`src/rtl/core/bps_pkg.sv`:
```
// Shared types and constants for the bplist17 leading-string parser.
package bps_pkg;

    // "bplist17", first byte in the low bits
    localparam logic [63:0] MAGIC_BYTES = 64'h3731_7473_696C_7062;

    localparam logic [7:0] ROOT_ARRAY_TAG = 8'hA0;
    localparam logic [3:0] ASCII_TAG_HI   = 4'h7;
    localparam logic [3:0] INT_TAG_HI     = 4'h1;
    localparam logic [3:0] LONG_FORM_LO   = 4'hF;
    localparam logic [3:0] MAX_LEN_WIDTH  = 4'd8;

    typedef logic [2:0] result_code_t;

    localparam result_code_t RC_OK    = 3'd0;
    localparam result_code_t RC_TRUNC = 3'd1;
    localparam result_code_t RC_MAGIC = 3'd2;
    localparam result_code_t RC_ROOT  = 3'd3;
    localparam result_code_t RC_STAG  = 3'd4;
    localparam result_code_t RC_LTAG  = 3'd5;
    localparam result_code_t RC_WIDTH = 3'd6;
    localparam result_code_t RC_ZERO  = 3'd7;

    typedef struct packed {
        logic [7:0]   sel_char;
        logic         status_item;
        result_code_t result_code;
    } bps_res_t;

endpackage

```
`src/rtl/core/bps_parse.sv`:
```
// Parse state and per-byte decode: turns one registered byte into up to two result items.
module bps_parse (
    input  logic               aclk,
    input  logic               aresetn,
    input  logic               fire,
    input  logic [7:0]         data_byte,
    input  logic               final_byte,
    output bps_pkg::bps_res_t  res_a,
    output bps_pkg::bps_res_t  res_b,
    output logic [1:0]         res_cnt
);

    typedef enum logic [3:0] {
        PH_MAGIC,
        PH_ROOT,
        PH_SKIP,
        PH_STAG,
        PH_LTAG,
        PH_LBYTES,
        PH_STR,
        PH_DONE,
        PH_ERR
    } phase_t;

    phase_t                phase_reg, phase_next;
    logic [3:0]            step_count_reg, step_count_next;
    logic [3:0]            width_left_reg, width_left_next;
    logic [63:0]           str_length_reg, str_length_next;
    logic [63:0]           bytes_left_reg, bytes_left_next;
    bps_pkg::result_code_t err_code_reg, err_code_next;

    logic                  emit_char;
    logic [63:0]           len_acc;
    logic [63:0]           left_dec;
    bps_pkg::result_code_t status_code;
    bps_pkg::bps_res_t     char_res;
    bps_pkg::bps_res_t     stat_res;

    always_comb begin
        phase_next      = phase_reg;
        step_count_next = step_count_reg;
        width_left_next = width_left_reg;
        str_length_next = str_length_reg;
        bytes_left_next = bytes_left_reg;
        err_code_next   = err_code_reg;
        emit_char       = 1'b0;
        len_acc         = str_length_reg | ({56'd0, data_byte} << {step_count_reg[2:0], 3'b000});
        left_dec        = bytes_left_reg - 64'd1;
        status_code     = bps_pkg::RC_OK;

        case (phase_reg)
            PH_MAGIC: begin
                if (data_byte != bps_pkg::MAGIC_BYTES[{step_count_reg[2:0], 3'b000} +: 8]) begin
                    phase_next    = PH_ERR;
                    err_code_next = bps_pkg::RC_MAGIC;
                end else if (step_count_reg >= 4'd7) begin
                    step_count_next = 4'd0;
                    phase_next      = PH_ROOT;
                end else begin
                    step_count_next = step_count_reg + 4'd1;
                end
            end
            PH_ROOT: begin
                if (data_byte != bps_pkg::ROOT_ARRAY_TAG) begin
                    phase_next    = PH_ERR;
                    err_code_next = bps_pkg::RC_ROOT;
                end else begin
                    step_count_next = 4'd0;
                    phase_next      = PH_SKIP;
                end
            end
            PH_SKIP: begin
                if (step_count_reg >= 4'd7) begin
                    step_count_next = 4'd0;
                    phase_next      = PH_STAG;
                end else begin
                    step_count_next = step_count_reg + 4'd1;
                end
            end
            PH_STAG: begin
                if (data_byte[7:4] != bps_pkg::ASCII_TAG_HI) begin
                    phase_next    = PH_ERR;
                    err_code_next = bps_pkg::RC_STAG;
                end else if (data_byte[3:0] == bps_pkg::LONG_FORM_LO) begin
                    phase_next = PH_LTAG;
                end else if (data_byte[3:0] == 4'd0) begin
                    phase_next    = PH_ERR;
                    err_code_next = bps_pkg::RC_ZERO;
                end else begin
                    str_length_next = {60'd0, data_byte[3:0]};
                    bytes_left_next = {60'd0, data_byte[3:0]};
                    phase_next      = PH_STR;
                end
            end
            PH_LTAG: begin
                if (data_byte[7:4] != bps_pkg::INT_TAG_HI) begin
                    phase_next    = PH_ERR;
                    err_code_next = bps_pkg::RC_LTAG;
                end else if (data_byte[3:0] == 4'd0 ||
                             data_byte[3:0] > bps_pkg::MAX_LEN_WIDTH) begin
                    phase_next    = PH_ERR;
                    err_code_next = bps_pkg::RC_WIDTH;
                end else begin
                    width_left_next = data_byte[3:0];
                    step_count_next = 4'd0;
                    str_length_next = 64'd0;
                    phase_next      = PH_LBYTES;
                end
            end
            PH_LBYTES: begin
                // accumulate little-endian length, one byte lane per step
                str_length_next = len_acc;
                step_count_next = step_count_reg + 4'd1;
                width_left_next = width_left_reg - 4'd1;
                if (width_left_next == 4'd0) begin
                    step_count_next = 4'd0;
                    if (len_acc == 64'd0) begin
                        phase_next    = PH_ERR;
                        err_code_next = bps_pkg::RC_ZERO;
                    end else begin
                        bytes_left_next = len_acc;
                        phase_next      = PH_STR;
                    end
                end
            end
            PH_STR: begin
                // drop the terminator, pass everything before it
                emit_char       = (bytes_left_reg > 64'd1);
                bytes_left_next = left_dec;
                if (left_dec == 64'd0) begin
                    phase_next = PH_DONE;
                end
            end
            default: begin
            end
        endcase

        if (final_byte) begin
            if (phase_next == PH_ERR) begin
                status_code = err_code_next;
            end else if (phase_next == PH_DONE) begin
                status_code = bps_pkg::RC_OK;
            end else begin
                status_code = bps_pkg::RC_TRUNC;
            end
            phase_next      = PH_MAGIC;
            step_count_next = 4'd0;
            width_left_next = 4'd0;
            str_length_next = 64'd0;
            bytes_left_next = 64'd0;
            err_code_next   = bps_pkg::RC_OK;
        end
    end

    always_comb begin
        char_res.sel_char    = data_byte;
        char_res.status_item = 1'b0;
        char_res.result_code = bps_pkg::RC_OK;
        stat_res.sel_char    = 8'd0;
        stat_res.status_item = 1'b1;
        stat_res.result_code = status_code;
        res_a   = emit_char ? char_res : stat_res;
        res_b   = stat_res;
        res_cnt = {1'b0, emit_char} + {1'b0, final_byte};
    end

    always_ff @(posedge aclk) begin
        if (!aresetn) begin
            phase_reg      <= PH_MAGIC;
            step_count_reg <= 4'd0;
            width_left_reg <= 4'd0;
            str_length_reg <= 64'd0;
            bytes_left_reg <= 64'd0;
            err_code_reg   <= bps_pkg::RC_OK;
        end else if (fire) begin
            phase_reg      <= phase_next;
            step_count_reg <= step_count_next;
            width_left_reg <= width_left_next;
            str_length_reg <= str_length_next;
            bytes_left_reg <= bytes_left_next;
            err_code_reg   <= err_code_next;
        end
    end

endmodule

```
`src/rtl/core/bps_out_fifo.sv`:
```
// Four-entry result queue: takes up to two items per cycle, hands out one.
module bps_out_fifo (
    input  logic               aclk,
    input  logic               aresetn,
    input  logic [1:0]         push_cnt,
    input  bps_pkg::bps_res_t  push_a,
    input  bps_pkg::bps_res_t  push_b,
    output logic               can_push,
    output logic               m_valid,
    input  logic               m_ready,
    output bps_pkg::bps_res_t  head
);

    bps_pkg::bps_res_t entry_reg [4];
    logic [1:0] wr_ptr_reg, wr_ptr_next;
    logic [1:0] rd_ptr_reg, rd_ptr_next;
    logic [2:0] count_reg, count_next;
    logic       pop;

    assign m_valid  = (count_reg != 3'd0);
    assign pop      = m_valid && m_ready;
    assign head     = entry_reg[rd_ptr_reg];
    // room for two whatever the consumer does this cycle
    assign can_push = (count_reg <= 3'd2);

    always_comb begin
        wr_ptr_next = wr_ptr_reg + push_cnt;
        rd_ptr_next = rd_ptr_reg + {1'b0, pop};
        count_next  = count_reg + {1'b0, push_cnt} - {2'b00, pop};
    end

    always_ff @(posedge aclk) begin
        if (push_cnt != 2'd0) begin
            entry_reg[wr_ptr_reg] <= push_a;
        end
        if (push_cnt == 2'd2) begin
            entry_reg[wr_ptr_reg + 2'd1] <= push_b;
        end
    end

    always_ff @(posedge aclk) begin
        if (!aresetn) begin
            wr_ptr_reg <= 2'd0;
            rd_ptr_reg <= 2'd0;
            count_reg  <= 3'd0;
        end else begin
            wr_ptr_reg <= wr_ptr_next;
            rd_ptr_reg <= rd_ptr_next;
            count_reg  <= count_next;
        end
    end

endmodule

```
`src/rtl/core/bplist_selector_parser.sv`:
```
// Top level of the bplist17 leading-string parser: input register, decode, result queue.
//
// Streams a binary property list in, one byte per item, with s_final_byte set on
// the last byte of a buffer. The block checks the "bplist17" magic and the 0xA0
// array tag, skips the eight offset bytes, reads the ASCII string tag (short
// length in the low nibble, or a 0x1w integer tag and w little-endian length
// bytes), and then emits each string character as its own item, leaving out
// the terminator. The final byte always adds one status item (m_status_item = 1)
// with the result code; the first error found wins, and characters already sent
// must be discarded by the consumer unless that code is ok. Bytes after the
// string are ignored, and the parser restarts after every final byte.
// Rate: one byte per cycle sustained while the result queue has room for two and
// the output keeps up. A byte is held in the input register and decoded, and its
// results are written into a four-entry result queue that offers them on the output
// (m_valid high); a result can leave once the queue holds it. A final byte that also
// carries a character produces two results, which the single-item output port
// hands out one at a time; the queue depth sets how long the input keeps flowing
// while the output is stalled.
module bplist_selector_parser (
    input  logic       aclk,
    input  logic       aresetn,
    input  logic       s_valid,
    output logic       s_ready,
    input  logic [7:0] s_data_byte,
    input  logic       s_final_byte,
    output logic       m_valid,
    input  logic       m_ready,
    output logic [7:0] m_sel_char,
    output logic       m_status_item,
    output logic [2:0] m_result_code
);

    logic              in_valid_reg;
    logic [7:0]        data_reg;
    logic              final_reg;
    logic              fire;
    logic              can_push;
    logic [1:0]        res_cnt;
    logic [1:0]        push_cnt;
    bps_pkg::bps_res_t res_a;
    bps_pkg::bps_res_t res_b;
    bps_pkg::bps_res_t head;

    // Advance the held byte into the decoder when the queue has room for two.
    assign fire     = in_valid_reg && can_push;
    assign s_ready  = !in_valid_reg || fire;
    assign push_cnt = fire ? res_cnt : 2'd0;

    always_ff @(posedge aclk) begin
        if (!aresetn) begin
            in_valid_reg <= 1'b0;
        end else if (s_ready) begin
            in_valid_reg <= s_valid;
        end
    end

    // Hold payload only; no reset needed.
    always_ff @(posedge aclk) begin
        if (s_valid && s_ready) begin
            data_reg  <= s_data_byte;
            final_reg <= s_final_byte;
        end
    end

    bps_parse u_parse (
        .aclk       (aclk),
        .aresetn    (aresetn),
        .fire       (fire),
        .data_byte  (data_reg),
        .final_byte (final_reg),
        .res_a      (res_a),
        .res_b      (res_b),
        .res_cnt    (res_cnt)
    );

    bps_out_fifo u_out_fifo (
        .aclk     (aclk),
        .aresetn  (aresetn),
        .push_cnt (push_cnt),
        .push_a   (res_a),
        .push_b   (res_b),
        .can_push (can_push),
        .m_valid  (m_valid),
        .m_ready  (m_ready),
        .head     (head)
    );

    assign m_sel_char    = head.sel_char;
    assign m_status_item = head.status_item;
    assign m_result_code = head.result_code;

endmodule

```
`config.mk`:
```
export PLATFORM = sky130hd
export DESIGN_NAME = bplist_selector_parser
export DESIGN_NICKNAME = d
export VERILOG_FILES = /design/src/rtl/core/bps_pkg.sv /design/src/rtl/core/bps_parse.sv /design/src/rtl/core/bps_out_fifo.sv /design/src/rtl/core/bplist_selector_parser.sv
export SDC_FILE = /design/constraint.sdc
export NUM_CORES = 1
export LEC_CHECK = 0
export ABC_CLOCK_PERIOD_IN_PS = 9300
export BUFFER_PORTS_ARGS = -buffer_cell sky130_fd_sc_hd__buf_2
export CORE_ASPECT_RATIO = 1.25
export CORE_UTILIZATION = 40
export DETAILED_ROUTE_END_ITERATION = 12
export SLEW_MARGIN = 15
export SYNTH_ARGS = -nofsm -noshare
export SYNTH_HDL_FRONTEND = slang
export SYNTH_SLANG_ARGS = --single-unit
export TNS_END_PERCENT = 20
```
`constraint.sdc`:
```
create_clock -name aclk -period 9.3 [get_ports aclk]
set_clock_uncertainty 0.2 [all_clocks]
set_input_delay 0.93 -clock aclk [delete_from_list [all_inputs] [get_ports aclk]]
set_output_delay 0.93 -clock aclk [all_outputs]
set_load 0.005 [all_outputs]
```
Word level (Yosys, flattened, before mapping)
Memories as Yosys holds them, arrays and structs flattened. A register that Yosys moved wholly into a read port is not among the register bits.
Cells that the tools add are included.
{"block": "classes", "shifts": 2, "bitwise": 1, "eq_ne": 23, "n_reduce_logical": 21, "muxes": 59, "order_cmp": 4, "add_sub_neg": 9}
{"cell": "$mux W64", "count": 9}
{"cell": "$pmux W64 S3", "count": 2}
{"cell": "$logic_not A64 Y1", "count": 2}
{"cell": "$mux W4", "count": 23}
{"cell": "$gt A64 B1 Y1 const B", "count": 1}
{"cell": "$or A64 B64 Y64", "count": 1}
{"cell": "$shiftx A64 B7 Y8 const A", "count": 1}
{"cell": "$shl A8 B6 Y64", "count": 1}
{"cell": "$sub A64 B1 Y64 const B", "count": 1}
{"cell": "$mux W3", "count": 12}
{"cell": "$pmux W4 S7", "count": 1}
{"cell": "$ne A3 B3 Y1 const B", "count": 8}
{"cell": "$pmux W4 S5", "count": 1}
{"cell": "$eq A4 B3 Y1 const B", "count": 4}
{"cell": "$pmux W3 S5", "count": 1}
{"cell": "$reduce_and A7 Y1", "count": 2}
{"cell": "$logic_not A4 Y1", "count": 3}
{"cell": "$mux W12", "count": 1}
{"cell": "$eq A4 B2 Y1 const B", "count": 2}
{"cell": "$eq A4 B4 Y1 const B", "count": 2}
{"cell": "$ne A8 B8 Y1", "count": 1}
{"cell": "$ne A8 B8 Y1 const B", "count": 1}
{"cell": "$pmux W4 S2", "count": 1}
{"cell": "$reduce_bool A4 Y1", "count": 2}
{"cell": "26 further kinds", "count": 36}
{"block": "totals", "elab_cells": 132, "ram_bits": 48, "ff_bits": 160, "memories": 1}
{"name": "u_out_fifo.entry_reg", "depth": 4, "word_bits": 12, "read_ports": 1, "rd_clocked_by_memory_dff": 1, "write_ports": 2, "line": "bps_out_fifo.sv:14", "source": "bps_pkg::bps_res_t entry_reg [4];"}

Logic depth before layout (Yosys ltp)
{"block": "logic_depth", "depth_word": 11, "ltp_mapped": 15, "depth_no_buf": 14}

Cells and area by module
Synthesis repeated with hierarchy kept, for this count alone.
{"block": "unflattened", "cells_unflattened": 1630, "hier_area_um2": 13337.8}
{"module": "bps_parse", "cells_per_inst": 1452, "seq_area_each_um2": 2862.7, "area_each_um2": 10113.4, "n_inst": 1}
{"module": "bps_out_fifo", "cells_per_inst": 161, "seq_area_each_um2": 1581.5, "area_each_um2": 2874.0, "n_inst": 1}
{"module": "bplist_selector_parser", "cells_per_inst": 17, "seq_area_each_um2": 290.3, "area_each_um2": 350.3, "n_inst": 1}

Worst setup path after synthesis
Ideal clock, no wire load.
{"block": "synth_timing", "path_type": "flip-flop to flip-flop", "startpoint": "register u_parse.bytes_left_reg[9]", "endpoint": "memory u_out_fifo.entry_reg[0][1] (netlist name) (data pin)", "arrival_ns": 3.410, "required_ns": 8.831, "path_stages_with_launch": 11, "setup_slack_ns": 5.422, "n_path_buf": 1, "setup_time_ns": 0.269, "period_less_slack_ns": 3.878, "path_cell_list": "dfxtp_1 > buf_6 > or4_4 > or4_4 > or4_4 > or4_4 > xnor2_2 > nor4_1 > nand4_2 > o21ai_2 > nor3_1"}
{"element": "start: declaration", "line": "bps_parse.sv:29", "source": "logic [63:0] bytes_left_reg, bytes_left_next;"}
{"element": "start signal: assignment", "line": "bps_parse.sv:180", "source": "bytes_left_reg <= bytes_left_next;"}
{"element": "end: declaration", "line": "bps_out_fifo.sv:14"}

==> reports/results.env <==
FINALCRITICALPERIOD_NS=4.76
CRIT_FAMILY='simple AND/OR/NAND/NOR gates'
FP-ROW-COUNT=71
GRT_START_MAX_NET_PINS=86
ASYNC_FLOP_SHARE=0
WORST_SLEW_MARGIN_REL=0.278
SETUP_REPAIR_AFTER_GLOBAL_ROUTING_MISSED_ITS_MARGIN='false'
ANTENNA_VIOLATING_NETS_POST_ROUTE=0
INSERTEDDIODECOUNT=0
CRITICAL_PATH.N_BUFFERS_INVERTERS=1
MOSTFREQUENTLAYOUTCELL='sky130_fd_sc_hd__nor2_1'
CTS_HTREE_LEVELS=1
CRITICAL_PATH.STARTPOINT_TYPE='flip-flop'
SYN_AREA_PER_CELL_UM2=7.54
WIRE_LENGTH_OF_THE_FIRST_GLOBAL_ROUTING_PASS_MM=67.7
P_LEAK_nW=4.94
STATUS='complete, no violations'
INITIAL_UTILIZATION=0.407
MULTIINPUTGATEAREA_UM2=7330
DIE-AREA_UM2=31400
CATEGORY_OF_THE_CRITICAL_SETUP_TIMING_PATH='reg -> reg'
DIE-WIDTH_UM=159
FRACTION_OF_FINAL_LAYOUT_CELLS_WITH_DRIVE_STRENGTH_GREATER_THAN_1=0.0780
MAX_STAGE_DELAY_NS=0.63
SUM_OF_NEGATIVE_SETUP_SLACK_NS=0
WORSTSETUPENDPOINTTYPE='flip-flop'
TOTALPOWERFINAL_mW=2.44
TIMING.CRITICAL_PATH.ARRIVAL_NS=4.82
FILLCELLCOUNT=3095
CTS_REPAIR_RESIZE_COUNT=0
SLEW_VIOL_FINAL=0
CLK_PIN_SLEW_WORST_PATHS_NS=0.06
PLACE.PORT_BUFFERS=26
TIMING.FINAL.HOLD_VIOLATIONS=0
CRIT_PATH_START='u_parse.bytes_left_reg[1]'
VIAS=12500
CHIPHEIGHT_UM=198
PWR_DENSITY_CELL_nW_PER_UM2=182
WORSTPATHREQUIRED_NS=9.36
CRIT_TOP_CELL='sky130_fd_sc_hd__nor4_1'
REG2REG_FROM='u_parse.bytes_left_reg[1]'
MAPPEDNETLISTNETS=1657
FLOORPLAN.IO_PINS=27
ANTENNA_FOUND_INITIAL=0
GRT_PASS1_VIAS=11600
YS_SEQ_ELEMENTS=208
PLACE.DETAILED.HPWL_MM=30.3
SYNTH_CELLS=1628
PATH_CELLS='inv_1 -> ha_1 -> nor4b_1 -> nand4_1 -> nor4_1 -> xor2_1 -> a2111o_1 -> nor4_1 -> nand4b_1 -> o21ai_2 -> nor3_1'
WORST_SKEW_PAIR.LATE_LATENCY_NS=0.55
POST_DETAILED_ROUTE_DRC_MARKER_COUNT=0
CTS.ROOT.BUFFER_CELL='sky130_fd_sc_hd__clkbuf_16'
ROUTE.DETAILED.VIAS_PER_INST=6.27
WORSTHOLDPATHTYPE='reg -> reg'
CP_MAX_FO=15
TIGHTEST_SLEW_NS=1.07
TRITONCTS='done'
ROUTED_WIRELENGTH_MM=43.5
CLOCK_PATH_BUFFERS=3
GROUTE.USAGE.OVERALL=0.280
CTS.REPAIR_TIMING.SETUP_BUFFER_COUNT=0
FINAL_NETS=1601
GP_CONGESTION=0.950
CAP_VIOLATIONS=0
OVERFLOW_LEFT_AFTER_GLOBAL_ROUTING=0
SYNTHDISTINCTLIBCELLS=81
YS_DOMINANT_REG_CELL='sky130_fd_sc_hd__dfxtp_1'
SYN_TO_LAYOUT_AREA_DELTA_PCT=8.97
DRT_FIRST_PASS_ITERS=5
SEQ_AREA_UM2=4380
VDD.IR_DROP.WORST_uV=124
INITIALDRTVIOLATIONCOUNT=1271
NUMCLOCKSINKS=208
FMAX_MHz=210
YOSYSSEQAREASHARE=0.356
CTS-HOLD-FIX-BUFFERS=0
YOSYSWARNINGS=0
LAYOUT_WORST_PATH_CYCLE_SHARE=0.512
SLOWEST_STAGE='sky130_fd_sc_hd__nand4_1'
POST_SYNTH_INSTANCE_AREA_UM2=12300
MOSTFREQUENTLAYOUTCELLS='sky130_fd_sc_hd__nor2_1, sky130_fd_sc_hd__dfxtp_1, sky130_fd_sc_hd__a21oi_1'
SYNTH-EDFF-COUNT=21
CORE-AREA_UM2=30100
SETUP-VIOLATIONS-FINAL=0
ROUTEDWLPERCELL_UM=21.8
CTS-BUFFERS-INSERTED=23
HOLD_PATH_STARTPOINT='u_out_fifo.entry_reg[2][3]'
[cell type report]
cell class,instances,area share
Clock buffer,29,0.0462
Clock inverter,13,0.0124
Inverter,30,0.00851
Multi-Input combinational cell,1265,0.548
Sequential cell,208,0.327
Tap cell,401,0.0375
Timing Repair Buffer,44,0.0198
[power breakdown]
part | internal, mW | leakage, nW | switching, mW
clock | 0.560 | 0.379 | 0.406
sequential | 0.933 | 1.70 | 0.0564
combinational | 0.172 | 2.85 | 0.309
[worst paths after layout]
kind / end / slack [ns] / cells past startpoint
worst min-delay path: u_out_fifo.entry_reg[2][3] / 0.24 / 2
worst max-delay path: u_out_fifo.entry_reg[0][2] / 4.54 / 11
worst min register to register: u_out_fifo.entry_reg[2][3] / 0.24 / 2
worst max register to register: u_out_fifo.entry_reg[0][2] / 4.54 / 11
[synthesized netlist by cell type (all sizes together) (12+ instances only)]
cell type	n	area (um2)
o31ai	22	165
nand2b	20	125
nor4	47	300
buf	12	56.3
or3	21	131
o22ai	16	100
nand3	50	250
clkbuf	113	424
edfxtp	21	631
a31oi	31	194
o21ai	126	634
inv	28	105
mux4	12	270
and2	15	93.8
nor3	59	295
a22o	35	307
nor2	255	957
a21oi	174	871
or4	21	176
xor2	13	114
xnor2	24	218
ha	15	188
dfxtp	187	3740
nand2	136	510
nand4	22	144
o32ai	13	114
[worst reg2reg max path, stage by stage, from the launching register on]
cell,delay [ns]
sky130_fd_sc_hd__dfxtp_1,0.33
sky130_fd_sc_hd__inv_1,0.11
sky130_fd_sc_hd__ha_1,0.35
sky130_fd_sc_hd__nor4b_1,0.54
sky130_fd_sc_hd__nand4_1,0.63
sky130_fd_sc_hd__nor4_1,0.54
sky130_fd_sc_hd__xor2_1,0.15
sky130_fd_sc_hd__a2111o_1,0.37
sky130_fd_sc_hd__nor4_1,0.36
sky130_fd_sc_hd__nand4b_1,0.40
sky130_fd_sc_hd__o21ai_2,0.41
sky130_fd_sc_hd__nor3_1,0.10
[stage by stage]
step           hold WS, ns  std cells  utilization  setup WS (ns)  instance area [um2]
6_report             0.240       1990        0.444           4.54                13400
5_1_grt              0.263       1990        0.444           4.16                13400
4_1_cts              0.246       1990        0.444           4.61                13400
3_5_place_dp         0.237       1948        0.418           4.62                12600
3_3_place_gp         0.231       1948        0.418           4.77                12600
2_1_floorplan        0.216       1628            -           5.42                12300
[cell families after synthesis]
family | synth area share
buffers and inverters | 0.0483
AND/OR/NAND/NOR | 0.275
multiplexers | 0.0270
XOR/XNOR | 0.0270
adder cells (fa/ha/maj) | 0.0169
flip-flops | 0.356
AO/OA/AOI/OAI | 0.249
[layer usage]
metal / vias to the layer above / GRT usage / wire (um)
met1: 5964 / 0.346 / 17400
met4: 0 / 0.131 / 2260
met3: 135 / 0.0396 / 2890
met2: 525 / 0.475 / 20900
li1: 5852 / - / -
met5: - / 0 / 0
Power figures use the tool's default switching activity.
